<file path="src/cqgp_pkg.sv">
// Shared types and constants for the controlled qubit gate pair update unit.
// No dependencies; imported by every module of the block.
`default_nettype none

package cqgp_pkg;

    localparam int QUBIT_COUNT_DEF = 20;
    localparam int AMP_WIDTH_DEF   = 32;

    localparam int GATE_W    = 64;
    localparam int GATE_FRAC = 30;
    localparam int CFG_AW    = 6;
    localparam int CFG_DW    = 64;

    localparam int PAIR_W  = 19;
    localparam int INDEX_W = 20;
    localparam int OUT_W   = 32;
    localparam int IN_TDATA_W  = 152;
    localparam int OUT_TDATA_W = 168;
    localparam int OUT_TUSER_W = 3;

    localparam logic [2:0] REG_GATE_UL  = 3'd0;
    localparam logic [2:0] REG_GATE_UR  = 3'd1;
    localparam logic [2:0] REG_GATE_LL  = 3'd2;
    localparam logic [2:0] REG_GATE_LR  = 3'd3;
    localparam logic [2:0] REG_TARGET   = 3'd4;
    localparam logic [2:0] REG_CONTROL  = 3'd5;
    localparam logic [2:0] REG_DERIV    = 3'd6;

    localparam logic [GATE_W-1:0] GATE_ONE_RST = 64'h4000_0000_0000_0000;
    localparam logic [5:0]        CTRL_NONE    = 6'h3F;

    typedef enum logic [1:0] {
        ACT_GATE = 2'd0,
        ACT_ZERO = 2'd1,
        ACT_PASS = 2'd2
    } t_action;

    typedef struct packed {
        logic [GATE_W-1:0] gate_ul;
        logic [GATE_W-1:0] gate_ur;
        logic [GATE_W-1:0] gate_ll;
        logic [GATE_W-1:0] gate_lr;
        logic [4:0]        target;
        logic [5:0]        control;
        logic              deriv;
    } t_cfg;

    typedef struct packed {
        logic s2;
        logic s3;
        logic s4;
    } t_mac_ld;

endpackage

`default_nettype wire

</file>
<file path="src/cqgp_regs.sv">
// APB configuration registers: gate matrix, target, control and mode.
// Depends on cqgp_pkg.
`default_nettype none

module cqgp_regs
    import cqgp_pkg::*;
(
    input  wire logic              i_clk,
    input  wire logic              i_rst_n,
    input  wire logic              psel,
    input  wire logic              penable,
    input  wire logic              pwrite,
    input  wire logic [CFG_AW-1:0] paddr,
    input  wire logic [CFG_DW-1:0] pwdata,
    output logic      [CFG_DW-1:0] prdata,
    output logic                   pready,
    output t_cfg                   o_cfg
);

    t_cfg       r_cfg;
    logic [2:0] w_idx;
    logic       w_wr;

    assign w_idx  = paddr[5:3];
    assign w_wr   = psel && penable && pwrite;
    assign pready = 1'b1;
    assign o_cfg  = r_cfg;

    always_ff @(posedge i_clk) begin
        if (!i_rst_n) begin
            r_cfg.gate_ul <= GATE_ONE_RST;
            r_cfg.gate_ur <= '0;
            r_cfg.gate_ll <= '0;
            r_cfg.gate_lr <= GATE_ONE_RST;
            r_cfg.target  <= '0;
            r_cfg.control <= CTRL_NONE;
            r_cfg.deriv   <= 1'b0;
        end else if (w_wr) begin
            case (w_idx)
                REG_GATE_UL: r_cfg.gate_ul <= pwdata;
                REG_GATE_UR: r_cfg.gate_ur <= pwdata;
                REG_GATE_LL: r_cfg.gate_ll <= pwdata;
                REG_GATE_LR: r_cfg.gate_lr <= pwdata;
                REG_TARGET:  r_cfg.target  <= pwdata[4:0];
                REG_CONTROL: r_cfg.control <= pwdata[5:0];
                REG_DERIV:   r_cfg.deriv   <= pwdata[0];
                default: ;
            endcase
        end
    end

    always_comb begin
        case (w_idx)
            REG_GATE_UL: prdata = r_cfg.gate_ul;
            REG_GATE_UR: prdata = r_cfg.gate_ur;
            REG_GATE_LL: prdata = r_cfg.gate_ll;
            REG_GATE_LR: prdata = r_cfg.gate_lr;
            REG_TARGET:  prdata = CFG_DW'(r_cfg.target);
            REG_CONTROL: prdata = CFG_DW'(r_cfg.control);
            REG_DERIV:   prdata = CFG_DW'(r_cfg.deriv);
            default:     prdata = '0;
        endcase
    end

endmodule

`default_nettype wire

</file>
<file path="config.mk">
export PLATFORM = sky130hd
export DESIGN_NAME = cqgp_regs
export DESIGN_NICKNAME = d
export VERILOG_FILES = /design/src/cqgp_pkg.sv /design/src/cqgp_regs.sv
export SDC_FILE = /design/constraint.sdc
export NUM_CORES = 1
export LEC_CHECK = 0
export BUFFER_PORTS_ARGS = -buffer_cell sky130_fd_sc_hd__buf_2
export CAP_MARGIN = 30
export CORE_MARGIN = 2
export CORE_UTILIZATION = 47
export DETAILED_ROUTE_END_ITERATION = 8
export GPL_TIMING_DRIVEN = 0
export PLACE_DENSITY = 0.86
export SETUP_SLACK_MARGIN = 0.3
export SLEW_MARGIN = 20
export SYNTH_ARGS = -nofsm -noshare
export SYNTH_HDL_FRONTEND = slang
export SYNTH_SLANG_ARGS = --single-unit
export TNS_END_PERCENT = 10
</file>
<file path="constraint.sdc">
create_clock -name i_clk -period 1.7 [get_ports i_clk]
set_input_delay 0.17 -clock i_clk [delete_from_list [all_inputs] [get_ports i_clk]]
set_output_delay 0.17 -clock i_clk [all_outputs]
set_load 0.01 [all_outputs]
</file>
# ---- Word-level counts from Yosys, hierarchy flattened
# Index checks and enable logic that the tools add are counted.
dict set report op_classes {
  eq_ne 6
  muxes 1
  reduce_logical 10
}
# op count
set op_table {}
lappend op_table {{case mux 64 bit (7 select lines)} 1}
lappend op_table {{AND reduction 2 bit} 7}
lappend op_table {{equality test 3 bit, second input constant} 3}
lappend op_table {{equality test 3 x 2 -> 1 bit, second input constant} 2}
lappend op_table {{equality test 3 x 1 -> 1 bit, second input constant} 1}
lappend op_table {{zero test 3 bit} 1}
lappend op_table {{logical AND 1 bit} 2}
dict set report word_totals {
  ff_bits 268
  inputBits 75
}

# ---- Longest topological paths before layout
dict set report depth {
  ltp_word 3
  depth_mapped 6
  ltp_nobuf 3
}

# ---- Worst setup path after synthesis
# Ideal clock, no wire load.
dict set report synth_timing {
  path_type {input -> output}
  start {input paddr[4]}
  end {output prdata[48]}
  arrival_ps 1303
  slack_ps 227
  path_stages 4
  path_buffers 2
  cell_sequence {buf_2 buf_2 mux4_2 nor2b_1}
}
dict set report synth_between {
  elab_chain_len 2
  elab_cells_between_ends 8
  cone_classes {eq/ne (6); mux (1); reduce/logical (1)}
}
# element line_no
set synth_rtl {}
lappend synth_rtl {{from (decl)} cqgp_regs.sv:13} ;# input wire logic [CFG_AW-1:0] paddr,
lappend synth_rtl {{equality test 3 bit, or another cell as far along} cqgp_regs.sv:53} ;# case (w_idx)
lappend synth_rtl {{case mux 64 bit (7 select lines) (*)} cqgp_regs.sv:53}
lappend synth_rtl {{to (decl)} cqgp_regs.sv:15} ;# output logic [CFG_DW-1:0] prdata,
# Mark *: on every way between the ends. The rest lies on a longest branch, timed or not.

# ---- Worst setup path in the final report
dict set report layout_timing {
  start {register r_cfg (netlist bit o_cfg[23])}
  end {output prdata[11]}
}
dict set report layout_between {
  elab_chain_len 1
}
# element line_no
set layout_rtl {}
lappend layout_rtl {{from (decl)} cqgp_regs.sv:20} ;# t_cfg r_cfg;
lappend layout_rtl {{case mux 64 bit (7 select lines)} cqgp_regs.sv:53}
# Every way passes these cells.

==> summary.txt <==
Yosys
  • Sequential area share after synthesis: 45.0%
  • Compound-Gate Fraction of Synth Area: 1.28%
  • Synthesis-stage register bit count: 268
  • YS warnings: 0
  • Synth Area in Adders: 0%
  • Largest family of logic cells by synthesized area: multiplexers
  • Synth top area share: 45.0%
  • Synth area leaders: dfxtp_1 (45%), mux2i_1 (23%), mux4_2 (11%)
  • Net Count, Synth: 1202
  • Top_reg_cell synth: dfxtp_1
  • Synthesized area per cell: 10.6 sq um
  • Post-Synth XOR/XNOR Area: 0%
  • Post-synth cell types: 30
  • Synth Area in Simple Gates: 14.9%
  • Mapped cell area: 11900 sq um
  • Synth area leader: dfxtp_1
  • Post-synthesis mux area share: 34.2%
  • Cells after Synth: 1127
  • EDFF count, synth: 0
  • Fraction of registers with async set/reset: 0%

Route
  • Initial DRC Count: 1274
  • Antenna Violating Nets Remaining: 0
  • Residual DRC: 0
  • Routed len/inst: 22.6 um
  • Vias/cell: 5.75
  • Vias: 11500
  • Final wirelength: 45.0 mm
  • 1st-pass router iterations: 6

Cells and area
  • Footprint of the multi-input gates: 6110 sq um
  • Area grow syn2layout: 38.4%
  • Commonest non-fill, non-tap cell in the layout: buf_2
  • Fillers: 1800
  • Max FFs per register: 268
  • Final #Nets: 1720
  • Share of layout cells above drive strength 1: 46.3%
  • Most frequent cells in the layout: buf_2 (407), nand2_1 (324), mux2i_1 (277)
  • FF/Latch Area: 5570 sq um

Worst setup path
  • CP peak stage delay: 0.54 ns
  • CP max-delay cell: mux4_2
  • Worst EP arrival: 1.69 ns
  • Setup CP Type: flop to output port
  • Required time of the worst setup path: 1.53 ns
  • CP cell instances: mux4_2 > nor2b_4 > buf_6
  • CP Capture Type: output port
  • Peak fanout along the critical path: 2
  • Critical Path Source Type: flop

GRT
  • Largest net degree at the start of global routing: 15
  • Gr busiest metal: met2
  • Grt ovf: 0
  • M3 GR Usage: 6.42%
  • GR met1 Demand/Resource: 37.2%
  • GRT Total Usage: 32.1%
  • Initial antenna violation count: 0
  • Vias in the first global route: 11500
  • M2 GR Usage: 55.0%
  • First-pass GRT wire length: 65.8 mm

STA
  • Crit share post-route: 110%
  • Post-route minimum period: 1.86 ns
  • Setup TNS: -5.04 ns
  • Pins Over Slew Limit: 0
  • Relative slew slack: 50.3%
  • Post-route setup slack: -0.162 ns
  • Fmax: 0.537 GHz
  • Skew final: 0 ns
  • Setup-failing EPs final: 62
  • RSZ-0062 raised after global routing: yes
  • Worst-Margin Slew: 0.746 ns
  • Final-report hold violation count: 0

CTS
  • CTS Buffer Depth: 3
  • H-Tree Depth: 1
  • Num CTS Buffers: 27
  • Sinks on Clock Net: 268
  • Root Buffer: clkbuf_16
  • CTS tree: done
  • Clk_lat worst skew: 0.53 ns
  • Clk pin slew, worst setup/hold paths: 0.06 ns

Power
  • Power Density: 826 nW/um^2
  • Peak VDD IR: 0.908 mV
  • Leak: 7.66 nW

Die
  • Die X: 163 um
  • Die H: 163 um
  • # rows: 58
  • I/O pin count: 408
  • Initial core utilization: 47.6%
  • CORE AREA: 25000 sq um
  • Die area: 26600 sq um

Run status
  • Status: finished with violations
  • Failing checks: setup timing

Placement
  • Hpwl dp: 29.9 mm
  • Place WS: -0.479 ns
  • PortBufs: 400
  • Gpl congestion: 0.909

Job
  • Max-cap violations: 0

Worst hold path
  • Hold Path Class: input pin to flop
metrics by stage:
step / std cells / instance area, sq um / hold WS [ns] / utilization (%) / power [W]
after floorplan: 1127 / 11900 / 0.335 / - / 0.00702
final: 1994 / 16500 / 0.00743 / 65.8 / 0.0136
after detailed placement: 1857 / 14300 / 0.461 / 57.2 / 0.00743
after CTS: 1990 / 16300 / 0.000545 / 65.0 / 0.0136
after global placement: 1857 / 14300 / 0.449 / 57.2 / 0.00741
after global routing: 1993 / 16500 / 0.000678 / 65.8 / 0.0139
layer usage:
metal  vias to the layer above  wire (um)
li1                       4908          -
met1                      5566      16100
met2                       785      22300
met3                       203       4050
met4                         0       2590
met5                         -          0
worst max-delay path, delay by kind of cell, from the launching register on:
family / cells / cell delay, ns
mux: 1 / 0.54
flops: 1 / 0.33
simple gates: 1 / 0.16
buf+inv: 1 / 0.13
Yosys cell counts, types with 3 or more instances:
master / count
buf_12: 7
buf_2: 31
buf_4: 7
clkbuf_1: 44
dfxtp_1: 268
inv_1: 6
mux2i_1: 277
mux4_2: 58
nand2_1: 324
nand2b_1: 3
nor2_4: 3
nor2b_1: 61
o21ai_0: 7
o221ai_1: 5
o311ai_0: 6
or3_1: 6
repair_timing:
| item | CTS | global route |
|---|---|---|
| pin swaps | 0 | 1 |
| endpoints found under the setup margin | 203 | 64 |
| hold endpoints to repair | 188 | 0 |
| hold buffers | 58 | 0 |
| gates resized for setup | 163 | 62 |
| buffers inserted | 28 | 3 |
worst paths after layout:
kind,start,end,slack (ns),cells after the start
min,pwdata[28],o_cfg[104],0.007,3
max,o_cfg[23],prdata[11],-0.16,3
min reg2reg,o_cfg[207],o_cfg[207],0.47,2
max reg2reg,o_cfg[38],o_cfg[38],0.89,3
kinds of logic after synthesis:
logic type | after synthesis
mux | 335
other cells | 1
flops | 268
buf+inv | 96
simple gates | 406
compound gates | 21
final cells by class:
class / instances / area share (%)
well taps: 330 / 2.51
repair buffers: 489 / 17.4
clock buffers: 39 / 4.74
multi-input cells: 763 / 37.1
inverters: 6 / 0.137
flip-flops and latches: 268 / 33.8
diodes: 1 / 0.0152
clock inverters: 8 / 0.782
plain buffers: 90 / 3.58
power breakdown:
group	switching, W	total, W	internal [W]
sequential	0.0000414	0.00637	0.00633
combinational	0.000674	0.00110	0.000423
clock	0.00251	0.00615	0.00364
Note: power is estimated with default switching activity, not from simulation.
