**src/cqgp_pkg.sv**
```systemverilog
// Shared types and constants for the controlled qubit gate pair update unit.
// No dependencies; imported by every module of the block.
`default_nettype none

package cqgp_pkg;

    localparam int QUBIT_COUNT_DEF = 20;
    localparam int AMP_WIDTH_DEF   = 32;

    localparam int GATE_W    = 64;
    localparam int GATE_FRAC = 30;
    localparam int CFG_AW    = 6;
    localparam int CFG_DW    = 64;

    localparam int PAIR_W  = 19;
    localparam int INDEX_W = 20;
    localparam int OUT_W   = 32;
    localparam int IN_TDATA_W  = 152;
    localparam int OUT_TDATA_W = 168;
    localparam int OUT_TUSER_W = 3;

    localparam logic [2:0] REG_GATE_UL  = 3'd0;
    localparam logic [2:0] REG_GATE_UR  = 3'd1;
    localparam logic [2:0] REG_GATE_LL  = 3'd2;
    localparam logic [2:0] REG_GATE_LR  = 3'd3;
    localparam logic [2:0] REG_TARGET   = 3'd4;
    localparam logic [2:0] REG_CONTROL  = 3'd5;
    localparam logic [2:0] REG_DERIV    = 3'd6;

    localparam logic [GATE_W-1:0] GATE_ONE_RST = 64'h4000_0000_0000_0000;
    localparam logic [5:0]        CTRL_NONE    = 6'h3F;

    typedef enum logic [1:0] {
        ACT_GATE = 2'd0,
        ACT_ZERO = 2'd1,
        ACT_PASS = 2'd2
    } t_action;

    typedef struct packed {
        logic [GATE_W-1:0] gate_ul;
        logic [GATE_W-1:0] gate_ur;
        logic [GATE_W-1:0] gate_ll;
        logic [GATE_W-1:0] gate_lr;
        logic [4:0]        target;
        logic [5:0]        control;
        logic              deriv;
    } t_cfg;

    typedef struct packed {
        logic s2;
        logic s3;
        logic s4;
    } t_mac_ld;

endpackage

`default_nettype wire

```
**src/cqgp_index.sv**
```systemverilog
// State index formation and control decision for one amplitude pair.
// Depends on cqgp_pkg.
`default_nettype none

module cqgp_index
    import cqgp_pkg::*;
#(
    parameter int QUBIT_COUNT = QUBIT_COUNT_DEF
) (
    input  wire logic [PAIR_W-1:0]      i_pair_number,
    input  wire logic [4:0]             i_target,
    input  wire logic [5:0]             i_control,
    input  wire logic                   i_deriv,
    output logic      [QUBIT_COUNT-1:0] o_lo,
    output logic      [QUBIT_COUNT-1:0] o_hi,
    output t_action                     o_action
);

    localparam int TW = (QUBIT_COUNT > 2) ? $clog2(QUBIT_COUNT) : 1;

    logic [QUBIT_COUNT-2:0] w_pn;
    logic [QUBIT_COUNT-1:0] w_pn_ext;
    logic [QUBIT_COUNT-1:0] w_pn_sh;
    logic [TW-1:0]          w_t;
    logic                   w_apply;

    if (QUBIT_COUNT - 1 <= PAIR_W) begin : g_pn_trunc
        assign w_pn = i_pair_number[QUBIT_COUNT-2:0];
    end else begin : g_pn_ext
        assign w_pn = (QUBIT_COUNT-1)'(i_pair_number);
    end

    assign w_pn_ext = {1'b0, w_pn};
    assign w_pn_sh  = {w_pn, 1'b0};
    assign w_t = (int'(i_target) > QUBIT_COUNT - 1) ? TW'(QUBIT_COUNT - 1)
                                                    : TW'(i_target);

    always_comb begin
        for (int i = 0; i < QUBIT_COUNT; i++) begin
            if (i < int'(w_t)) begin
                o_lo[i] = w_pn_ext[i];
            end else if (i == int'(w_t)) begin
                o_lo[i] = 1'b0;
            end else begin
                o_lo[i] = w_pn_sh[i];
            end
        end
    end

    assign o_hi = o_lo | (QUBIT_COUNT'(1) << w_t);

    always_comb begin
        w_apply = 1'b0;
        if (i_control[5]) begin
            w_apply = 1'b1;
        end else begin
            for (int i = 0; i < QUBIT_COUNT; i++) begin
                if (i_control == 6'(i)) begin
                    w_apply = o_lo[i];
                end
            end
        end
    end

    always_comb begin
        if (w_apply) begin
            o_action = ACT_GATE;
        end else if (i_deriv) begin
            o_action = ACT_ZERO;
        end else begin
            o_action = ACT_PASS;
        end
    end

endmodule

`default_nettype wire

```
**config.mk**
```make
export PLATFORM = sky130hd
export DESIGN_NAME = cqgp_index
export DESIGN_NICKNAME = d
export VERILOG_FILES = /design/src/cqgp_pkg.sv /design/src/cqgp_index.sv
export SDC_FILE = /design/constraint.sdc
export NUM_CORES = 1
export LEC_CHECK = 0
export BUFFER_PORTS_ARGS = -buffer_cell sky130_fd_sc_hd__buf_2
export CAP_MARGIN = 5
export CORE_MARGIN = 1
export CORE_UTILIZATION = 47
export DETAILED_ROUTE_END_ITERATION = 10
export MAX_ROUTING_LAYER = met4
export PLACE_DENSITY = 0.86
export REMOVE_ABC_BUFFERS = 1
export SLEW_MARGIN = 10
export SYNTH_ARGS = -nofsm -noshare
export SYNTH_HDL_FRONTEND = slang
export SYNTH_SLANG_ARGS = --single-unit
```
**constraint.sdc**
```tcl
create_clock -name vclk -period 3.8
set_clock_uncertainty 0.15 [all_clocks]
set_input_delay 0.95 -clock vclk [all_inputs]
set_output_delay 0.95 -clock vclk [all_outputs]
set_load 0.05 [all_outputs]
```
# Word level (Yosys, flattened, before mapping)
# Index checks and enable logic that the tools add are counted.
# word_totals
elab_cells	125
ff_bits	0
out_inout_bits	42
inputBits	31
# op_classes
reduce_logical	1
muxes	63
n_lt_le_gt_ge	21
bitwise	1
n_shift	1
eq_ne	38
# op_table
op	n
5-bit equality test, first input constant	12
1-bit 2-to-1 mux	60
6-bit by 4-bit equality test with 1-bit output, second input constant	8
4-bit by 5-bit < comparator with 1-bit output, first input constant	8
6-bit by 3-bit equality test with 1-bit output, second input constant	4
6-bit by 5-bit equality test with 1-bit output, second input constant	4
4-bit by 5-bit equality test with 1-bit output, first input constant	4
3-bit by 5-bit < comparator with 1-bit output, first input constant	4
5-bit < comparator, first input constant	4
20-bit bitwise OR	1
1-bit by 5-bit left shift with 20-bit output, first input constant	1
6-bit by 2-bit equality test with 1-bit output, second input constant	2
3-bit by 5-bit equality test with 1-bit output, first input constant	2
1-bit by 5-bit < comparator with 1-bit output, first input constant	2
2-bit by 5-bit < comparator with 1-bit output, first input constant	2
6-bit by 1-bit equality test with 1-bit output, second input constant	1
6-bit zero test	1
2-bit by 5-bit equality test with 1-bit output, first input constant	1
5-bit > comparator, second input constant	1
5-bit 2-to-1 mux	1
2-bit 2-to-1 mux	2

# Longest topological paths before layout
# Gate-level depths: netlist (run 1).
# depth
depth_word	26
depth_mapped	10
ltp_nobuf	7

# Worst setup path before layout (run 1)
# OpenSTA, ideal clock, no wires.
# synth_path
kind	input to output
start	input port i_target[2]
end	output port o_action[1]
t_required_ps	2700
path_stages	9
t_arrival_ps	3741
path_slack_ps	-1041
path_buffers	3
path_cell_list	buf_6 buf_6 buf_2 nor4_1 o22ai_1 o21ai_1 nand2_1 a21oi_1 nor3b_1
# synth_via
word_cells_on_any_way	102
classes_between	order compare: 21; eq/ne: 19; mux: 62
# synth_lines
item	line	source
start, declared	cqgp_index.sv:11	input wire logic [4:0] i_target,
5-bit > comparator	cqgp_index.sv:35	assign w_t = (int'(i_target) > QUBIT_COUNT - 1) ? TW'(QUBIT_COUNT - 1)
5-bit 2-to-1 mux *	cqgp_index.sv:35	
parallel branches: the longest is 2 deep, another holds 5-bit < comparator	n/a	
1-bit 2-to-1 mux *	cqgp_index.sv:40	if (i < int'(w_t)) begin
via o_lo[16]	cqgp_index.sv:14	output logic [QUBIT_COUNT-1:0] o_lo,
1-bit 2-to-1 mux * (4 in a row)	cqgp_index.sv:58	if (i_control == 6'(i)) begin
1-bit 2-to-1 mux *	cqgp_index.sv:54	if (i_control[5]) begin
2-bit 2-to-1 mux *	cqgp_index.sv:66	if (w_apply) begin
end, declared	cqgp_index.sv:16	output t_action o_action
# Mark *: on every way through the listed nets, which the timed path passes.

# Worst setup path after layout (run 1)
# layout_path
start	input port i_target[1]
end	output port o_action[0]
# layout_via
elab_chain_len	26
word_cells_on_any_way	102
classes_between	order compare: 21; eq/ne: 19; mux: 62
# layout_rtl
item	line
5-bit > comparator	cqgp_index.sv:35
5-bit 2-to-1 mux *	cqgp_index.sv:35
1-bit by 5-bit < comparator with 1-bit output / 2-bit by 5-bit equality test with 1-bit output (equally long branches)	cqgp_index.sv:40, cqgp_index.sv:42
1-bit 2-to-1 mux, on equally long branches	cqgp_index.sv:40, cqgp_index.sv:42
1-bit 2-to-1 mux, on equally long branches	cqgp_index.sv:58, cqgp_index.sv:40
1-bit 2-to-1 mux (18 in a row)	cqgp_index.sv:58
1-bit 2-to-1 mux *	cqgp_index.sv:58
1-bit 2-to-1 mux *	cqgp_index.sv:54
2-bit 2-to-1 mux *	cqgp_index.sv:66
# Mark *: on every way between the ends. The rest lies on a longest branch, timed or not.

==> out/summary.txt, run 1 <==
run status: complete, but fails checks
failing checks: setup timing
Iteration-0 DRC Markers: 303
Cell variety after synth: 64
Storage cell area: 0 um^2
sequential area share after synthesis: 0
most numerous cell in the Yosys netlist: nand2_1
Synth area leader: nand2_1
Worst path most repeated cell: buf_6
Synth Instances: 190
Nets: 344
die span in y: 53.1 um
Internal Dissipation: 0.139 mW
largest net degree at the start of global routing: 20
multiplexer share of the synthesized area: 0.0245
placed cells: 334
Slew headroom: 0.731
f_max: 0.242 GHz
GRT overflow: 0
Tightest Hold Check Type: primary input to output port
starting density of the core: 0.495
Hold EP: o_action[1]
Chip Width: 53.1 um
worst vdd ir: 164 uV
clock buffer count: 0
final slew viol count: 0
Post-Layout Cell Count: 341
DRC Markers: 0
first-pass GRT wire length: 8020 um
setup TNS: -0.614 ns
row cnt: 18
WL final: 7510 um
CP Buf/Inv Count: 4
wire length per cell: 22.0 um
1st-pass router iterations: 11
Synth top cells by count: nand2_1 (19), nor2_1 (17), inv_1 (15)
critical setup path kind: primary input to output port
Synth Area in XOR/XNOR: 0.00714
critical path, cell by cell: buf_12 -> buf_6 -> nor4_4 -> buf_4 -> nand3b_1 -> a21boi_1 -> o21ai_1 -> a31oi_1 -> o2111a_1 -> and3b_1 -> buf_6
post-synthesis cell area: 1230 um^2
simple logic cell fraction of the synthesized area: 0.378
Worst Setup Slack post-DPL: -0.229 ns
Adder-Cell Fraction of Synth Area: 0
Top delay family on crit path: compound AO/OA/AOI/OAI gates
routability cong.: 0.910
via count of the first global-routing pass: 1803
initial antenna violation count: 0
Final Cycle Share: 1.09
Period minus WS final: 4.14 ns
overall power: 0.420 mW
vias: 2416
CORE AREA: 2480 um^2
ant diodes: 0
Die ar.: 2820 um^2
Arrival @ worst endpoint: 3.04 ns
CP max stage delay: 0.36 ns
WP data required: 2.70 ns
share of cells above drive strength 1: 0.524
Comb power frac: 1.000
Synth Area in Compound Gates: 0.452
Net Sw Frac: 0.670
final worst-path setup slack: -0.338 ns
synth top area cells: nand2_1 (5.8%), nor2_1 (5.2%), o21ai_0 (4.9%)
Final Hold Fails: 0
Max Cap Viol: 0
Clk pwr share: 0
synthesis-to-layout area growth: 76.7%
DR vias/cell: 7.09
antenna viol nets, final: 0
Synth warnings: 0
register share of total power: 0
LEAKAGE: 1.08 nW
# port buffers: 73
startpoint types: primary input
Synth top area share: 0.0582
I/O pin cnt: 73
dpl hpwl: 4050 um
pwr/cell area: 194 nW/um^2
seq_cells: 0
CP max FO: 5
Mean Syn Cell Area: 6.45 um^2
main combinational cell family by area after synthesis: compound AO/OA/AOI/OAI gates
CP endpoint kind: output port
critical path's slowest cell: nor4_4
Hold WS: 2.07 ns
worst hold stages: 3
Final setup viols: 2
worst slew pin tran: 0.403 ns
GRT Util Overall: 0.392
switching power: 0.282 mW
RSZ-0062 raised after global routing: true
HP Start: i_deriv
## how the worst max path moves through the flow
| stage | from | end | slack (ns) | cells after the start |
|---|---|---|---|---|
| 4_1_cts | i_target[3] | o_action[1] | -0.13 | 10 |
| 6_report | i_target[1] | o_action[0] | -0.34 | 11 |
| 5_1_grt | i_control[4] | o_action[0] | -0.63 | 10 |
| 3_3_place_gp | i_target[3] | o_action[0] | -0.18 | 10 |
| 2_1_floorplan | i_target[2] | o_action[1] | -0.73 | 7 |
| 3_5_place_dp | i_target[4] | o_action[1] | -0.23 | 10 |
## through the flow
step,utilization,cell area (um^2)
floorplan,-,1120
global route,0.875,2170
detailed placement,0.788,1950
global placement,0.788,1950
CTS,0.822,2040
finish,0.875,2170
## placed cells by master (no fill, tap or decap), drive strengths merged, types with 3 or more instances in the layout
cell,instances
buf,135
nand2,19
nor2,18
inv,15
o21ai,15
nor3,10
nand3,6
nand2b,6
a21oi,5
a31oi,5
or2,4
a211o,4
a22oi,4
o21bai,3
a21o,3
mux2i,3
a221oi,3
nor4,3
## layout make-up
class,instances,area (um^2)
tap,30,37.5
fill,111,310
timing repair buffer,136,937
inverter,16,60.1
multi-input combinational,159,1130
## cell families (layout without fill, tap and decap cells)
kind of cell,count (synthesis),count (layout)
AND/OR/NAND/NOR,82,82
AO/OA/AOI/OAI,73,73
buffers and inverters,31,152
multiplexers,3,3
XOR/XNOR,1,1
## power groups by stage
stage / clock network (mW) / registers [mW] / logic [mW]
after floorplan: 0 / 0 / 0.218
after global placement: 0 / 0 / 0.358
after detailed placement: 0 / 0 / 0.366
after CTS: 0 / 0 / 0.378
after global routing: 0 / 0 / 0.437
final: 0 / 0 / 0.420
## metal layers
| layer | up-vias | wire [um] | track usage |
|---|---|---|---|
| li1 | 972 | - | - |
| met1 | 1011 | 2390 | 0.441 |
| met2 | 318 | 3090 | 0.684 |
| met3 | 115 | 1200 | 0.0402 |
| met4 | 0 | 839 | 0.193 |
| met5 | - | 0 | - |
## what timing repair did
action | CTS | global route
setup buffers | 4 | 2
hold buffers | 0 | 0
pin swaps | 5 | 12
gates resized for setup | 13 | 25
endpoints found under the setup margin | 2 | 2
cloned | 0 | 1
## worst min-delay path, stage by stage
cell and delay [ns]:
buf_2 0.12, nor3b_2 0.05, buf_6 0.14
(Power assumes the default switching activity.)
==> run 2: changes to the inputs <==
--- a/config.mk
+++ b/config.mk
@@ -8,10 +8,10 @@
 export BUFFER_PORTS_ARGS = -buffer_cell sky130_fd_sc_hd__buf_2
 export CAP_MARGIN = 5
 export CORE_MARGIN = 1
-export CORE_UTILIZATION = 47
+export CORE_UTILIZATION = 50
 export DETAILED_ROUTE_END_ITERATION = 10
 export MAX_ROUTING_LAYER = met4
-export PLACE_DENSITY = 0.86
+export PLACE_DENSITY = 0.9
 export REMOVE_ABC_BUFFERS = 1
 export SLEW_MARGIN = 10
 export SYNTH_ARGS = -nofsm -noshare
==> constraint.sdc (replaced) <==
create_clock -name vclk -period 5.3
set_clock_uncertainty 0.15 [all_clocks]
set_input_delay 1.325 -clock vclk [all_inputs]
set_output_delay 1.325 -clock vclk [all_outputs]
set_load 0.05 [all_outputs]
==> out/summary.txt, run 2 (synthesized netlist as in run 1, its figures left out) <==
row cnt: 17 (-1)
Top delay family on crit path: buffers and inverters
vias: 1727 (-29%)
WP data required: 3.83 ns (+1.13 ns)
largest net degree at the start of global routing: 31 (+55%)
routability cong.: 0.990 (+8.9%)
startpoint types: primary input
# port buffers: 73 (unchanged)
placed cell areas: 1520 um^2 (-22%)
starting density of the core: 0.544 (+0.0489)
CP Buf/Inv Count: 3 (-1)
most common cell after layout, fill and taps aside: buf_2
share of cells above drive strength 1: 0.359 (-0.165)
Chip Width: 51.5 um (-2.9%)
overall power: 0.227 mW (-46%)
final slew viol count: 0 (unchanged)
WL final: 4130 um (-45%)
Hold EP: o_action[1]
1st-pass router iterations: 4 (-7)
Tightest Hold Check Type: primary input to output port
RSZ-0062 raised after global routing: false
initial antenna violation count: 0 (unchanged)
CORE AREA: 2250 um^2 (-9.0%)
commonest cells after routing, fill and taps aside: buf_2 (73), nand2_1 (19), nor2_1 (17), inv_1 (15), o21ai_0 (12)
GRT overflow: 0 (unchanged)
DRC Markers: 0 (unchanged)
CP max FO: 30 (+25)
worst slew pin tran: 0.622 ns (+0.219 ns)
wire length per cell: 14.9 um (-32%)
CP endpoint kind: output port
Max Cap Viol: 0 (unchanged)
post-CTS resize count: 0 (-13)
Worst path most repeated cell: buf_2
Final Hold Fails: 0 (unchanged)
Post-CTS Hold Buffers: 0 (unchanged)
Period minus WS final: 5.02 ns
clock buffer count: 0 (unchanged)
Arrival @ worst endpoint: 3.54 ns (+0.50 ns)
f_max: 0.199 GHz
worst hold stages: 3 (unchanged)
I/O pin cnt: 73 (unchanged)
critical path's slowest cell: buf_2
setup bufs post-CTS: 0 (-4)
Final Cell Area: 1520 um^2 (-30%)
Nets: 281 (-18%)
critical path, cell by cell: buf_2 -> inv_1 -> nand2_1 -> a22oi_1 -> or3b_1 -> o221ai_1 -> o2111a_1 -> and3b_1 -> buf_2
DR vias/cell: 6.26 (-12%)
Slew headroom: 0.580 (-0.151)
setup TNS: 0 ns (+0.614 ns)
die span in y: 51.5 um (-2.9%)
Final Cycle Share: 0.947
worst vdd ir: 116 uV (-30%)
LEAKAGE: 0.721 nW (-33%)
Iteration-0 DRC Markers: 53 (-83%)
dpl hpwl: 3110 um (-23%)
CP max stage delay: 0.45 ns (+0.09 ns)
critical setup path kind: primary input to output port
ant diodes: 0 (unchanged)
run status: complete, no violations
via count of the first global-routing pass: 1439 (-20%)
synthesis-to-layout area growth: 23.7%
Storage cell area: 0 um^2 (unchanged)
Die ar.: 2650 um^2 (-5.8%)
GRT Util Overall: 0.311 (-0.0810)
Final setup viols: 0 (-2)
seq_cells: 0 (unchanged)
first-pass GRT wire length: 6420 um (-20%)
antenna viol nets, final: 0 (unchanged)
HP Start: i_deriv
pwr/cell area: 149 nW/um^2 (-23%)
-- run 2: cell types whose count changed in the layout (fill, tap and decap cells not counted), sizes merged --
cell / delta
buf: -62
clkbuf: -1
-- run 2: area by class of cell --
type	instances	area (um^2)
fillers	225	738
inverters	16	60.1
multi-input cells	159	1060
well taps	28	35.0
repair buffers	73	365
-- run 2: where the power goes --
part | switching, mW | internal, mW | leakage [nW]
combinational | 0.170 | 0.0568 | 0.721
sequential | 0 | 0 | 0
clock | 0 | 0 | 0
-- run 2: metrics by stage --
step	cells	utilization	hold slack (ns)	worst slack (ns)
detailed placement	276	0.673	2.83	0.340
global placement	276	0.673	2.82	0.407
CTS	276	0.673	2.83	0.341
floorplan	175	-	2.68	0.0168
global route	276	0.673	2.85	0.178
finish	276	0.673	2.83	0.282
-- run 2: how the worst max path moves through the flow --
stage / startpoint / endpoint / slack (ns) / cells after the start
after CTS: i_target[4] / o_action[0] / 0.34 / 9
after floorplan: i_target[2] / o_action[1] / 0.02 / 7
after global placement: i_target[4] / o_action[0] / 0.41 / 9
after global routing: i_target[4] / o_action[0] / 0.18 / 9
after detailed placement: i_target[4] / o_action[0] / 0.34 / 9
final: i_target[4] / o_action[0] / 0.28 / 9
-- run 2: metal layers --
layer	wire length, um	vias to the layer above	global-route usage	part of all wire
li1	-	842	-	-
met1	1780	783	0.407	0.43
met2	1990	96	0.541	0.48
met3	298	6	0.00585	0.072
met4	62	0	0.0541	0.015
met5	0	-	-	0
==> run 3: changes to the inputs <==
--- a/config.mk
+++ b/config.mk
@@ -5,13 +5,14 @@
 export SDC_FILE = /design/constraint.sdc
 export NUM_CORES = 1
 export LEC_CHECK = 0
+export ABC_AREA = 1
 export BUFFER_PORTS_ARGS = -buffer_cell sky130_fd_sc_hd__buf_2
 export CAP_MARGIN = 5
 export CORE_MARGIN = 1
-export CORE_UTILIZATION = 50
+export CORE_UTILIZATION = 48
 export DETAILED_ROUTE_END_ITERATION = 10
 export MAX_ROUTING_LAYER = met4
-export PLACE_DENSITY = 0.9
+export PLACE_DENSITY = 0.91
 export REMOVE_ABC_BUFFERS = 1
 export SLEW_MARGIN = 10
 export SYNTH_ARGS = -nofsm -noshare
==> out/summary.txt, run 3 <==
Synth warnings: 0 (unchanged)
Synth Instances: 228 (+20%)
final slew viol count: 0 (unchanged)
vias: 1694 (-1.9%)
via count of the first global-routing pass: 1528 (+6.2%)
critical path, cell by cell: buf_2 -> inv_2 -> nand2_2 -> o21ai_0 -> mux2_2 -> nand2_1 -> inv_1 -> nand2_1 -> nand4_1 -> nand2_1 -> nand4_2 -> nor2_1 -> buf_2
post-synthesis cell area: 1080 um^2 (-12%)
Adder-Cell Fraction of Synth Area: 0 (unchanged)
Synth top cells by count: nand2_1 (67), inv_1 (44), nor2_1 (27)
worst hold stages: 3 (unchanged)
clock buffer count: 0 (unchanged)
pwr/cell area: 148 nW/um^2 (-0.75%)
WP data required: 3.83 ns (about the same)
Max Cap Viol: 0 (unchanged)
DRC Markers: 0 (unchanged)
ant diodes: 0 (unchanged)
initial antenna violation count: 0 (unchanged)
synth top area cells: nand2_1 (23%), inv_1 (15%), nand3_1 (10%)
Iteration-0 DRC Markers: 53 (unchanged)
most common cell after layout, fill and taps aside: buf_2
synthesis-to-layout area growth: 35.5%
I/O pin cnt: 73 (unchanged)
CP max stage delay: 0.39 ns (-0.06 ns)
Slew headroom: 0.710 (+0.130)
Nets: 332 (+18%)
Final Cell Area: 1470 um^2 (-3.4%)
starting density of the core: 0.529 (-0.0144)
CP endpoint kind: output port
Final Hold Fails: 0 (unchanged)
Worst path most repeated cell: nand2_1
Storage cell area: 0 um^2 (unchanged)
worst vdd ir: 100 uV (-13%)
most numerous cell in the Yosys netlist: nand2_1
1st-pass router iterations: 4 (unchanged)
post-CTS resize count: 0 (unchanged)
critical setup path kind: primary input to output port
GRT Util Overall: 0.311 (about the same)
Fill cells: 209 (-7.1%)
Post-CTS Hold Buffers: 0 (unchanged)
multiplexer share of the synthesized area: 0.0104 (-0.0141)
startpoint types: primary input
GRT overflow: 0 (unchanged)
DR vias/cell: 5.20 (-17%)
Final setup viols: 0 (unchanged)
dpl hpwl: 3130 um (+0.71%)
Final Cycle Share: 0.916 (-0.0304)
setup TNS: 0 ns (unchanged)
# port buffers: 73 (unchanged)
Arrival @ worst endpoint: 3.38 ns (-0.16 ns)
Tightest Hold Check Type: primary input to output port
row cnt: 16 (-1)
seq_cells: 0 (unchanged)
LEAKAGE: 0.882 nW (+22%)
die span in y: 49.5 um (-4.0%)
CORE AREA: 2040 um^2 (-9.4%)
critical path's slowest cell: o21ai_0
CP max FO: 12 (-60%)
Die ar.: 2450 um^2 (-7.9%)
wire length per cell: 11.1 um (-25%)
Synth Area in XOR/XNOR: 0 (-0.00714)
first-pass GRT wire length: 6090 um (-5.1%)
WL final: 3630 um (-12%)
commonest cells after routing, fill and taps aside: buf_2 (73), nand2_1 (67), inv_1 (44), nor2_1 (27), nand3_1 (22)
RSZ-0062 raised after global routing: false
Synth Area in Compound Gates: 0.146 (-0.306)
placed cell areas: 1470 um^2 (-3.4%)
simple logic cell fraction of the synthesized area: 0.662 (+0.284)
antenna viol nets, final: 0 (unchanged)
f_max: 0.206 GHz (+3.3%)
area of the multi-input gates: 885 um^2 (-16%)
share of cells above drive strength 1: 0.334 (-0.0244)
sequential area share after synthesis: 0 (unchanged)
Mean Syn Cell Area: 4.74 um^2 (-27%)
routability cong.: 0.951 (-3.9%)
Synth area leader: nand2_1
Cell variety after synth: 27 (-58%)
main combinational cell family by area after synthesis: simple AND/OR/NAND/NOR gates
Period minus WS final: 4.86 ns (-0.161 ns)
run status: complete, no violations
Synth top area share: 0.233 (+0.174)
setup bufs post-CTS: 0 (unchanged)
worst slew pin tran: 0.431 ns (-0.191 ns)
Chip Width: 49.5 um (-4.0%)
largest net degree at the start of global routing: 13 (-58%)
-- run 3: cell types whose count changed in the layout (fill, tap and decap cells not counted), moves of 4 or more --
cell	previous run	this run
nand2_1	19	67
inv_1	15	44
nand3_1	6	22
nand4_1	1	11
nor2_1	17	27
nand2_2	0	8
nand2b_1	6	0
nor3_1	7	1
a31oi_1	5	0
a211o_1	4	0
nor2_2	1	5
o21ai_0	12	8
-- run 3: per-layer routing --
layer	vias to the layer above	track usage	share of wire
li1	871	-	-
met1	720	0.381	0.43
met2	97	0.543	0.47
met3	6	0.0340	0.091
met4	0	0.0714	0.0094
met5	-	-	0
-- run 3: logic make-up after synthesis --
logic type / Yosys count
muxes: 1
AOI/OAI and AO/OA: 26
and+or+nand+nor: 151
buffers and inverters: 50
-- run 3: power breakdown --
group	internal, mW	leakage, nW	switching [mW]
combinational	0.0492	0.882	0.168
clock	0	0	0
sequential	0	0	0
total	0.0492	0.882	0.168
-- run 3: cell type report --
type / count / area share
tap: 27 / 0.0231
inverter: 48 / 0.124
multi-input combinational: 178 / 0.604
timing repair buffer: 73 / 0.249
-- run 3: critical path, delay by kind of cell --
family | cells | cell delay (ns)
buffers and inverters | 4 | 0.68
multiplexers | 1 | 0.38
AND/OR/NAND/NOR | 7 | 0.59
AO/OA/AOI/OAI | 1 | 0.39
-- run 3: stage by stage --
step | utilization | hold slack (ns) | worst slack (ns) | instances | total power, mW
after global routing | 0.718 | 2.84 | 0.209 | 326 | 0.232
after CTS | 0.718 | 2.82 | 0.462 | 326 | 0.216
after floorplan | - | 2.68 | 0.188 | 226 | 0.160
final | 0.718 | 2.82 | 0.443 | 326 | 0.217
after detailed placement | 0.718 | 2.82 | 0.474 | 326 | 0.216
after global placement | 0.718 | 2.82 | 0.517 | 326 | 0.214
-- run 3: worst paths after layout --
path               startpoint           to  slack (ns)
setup / recovery  i_target[4]  o_action[1]        0.44
hold / removal        i_deriv  o_action[1]        2.82
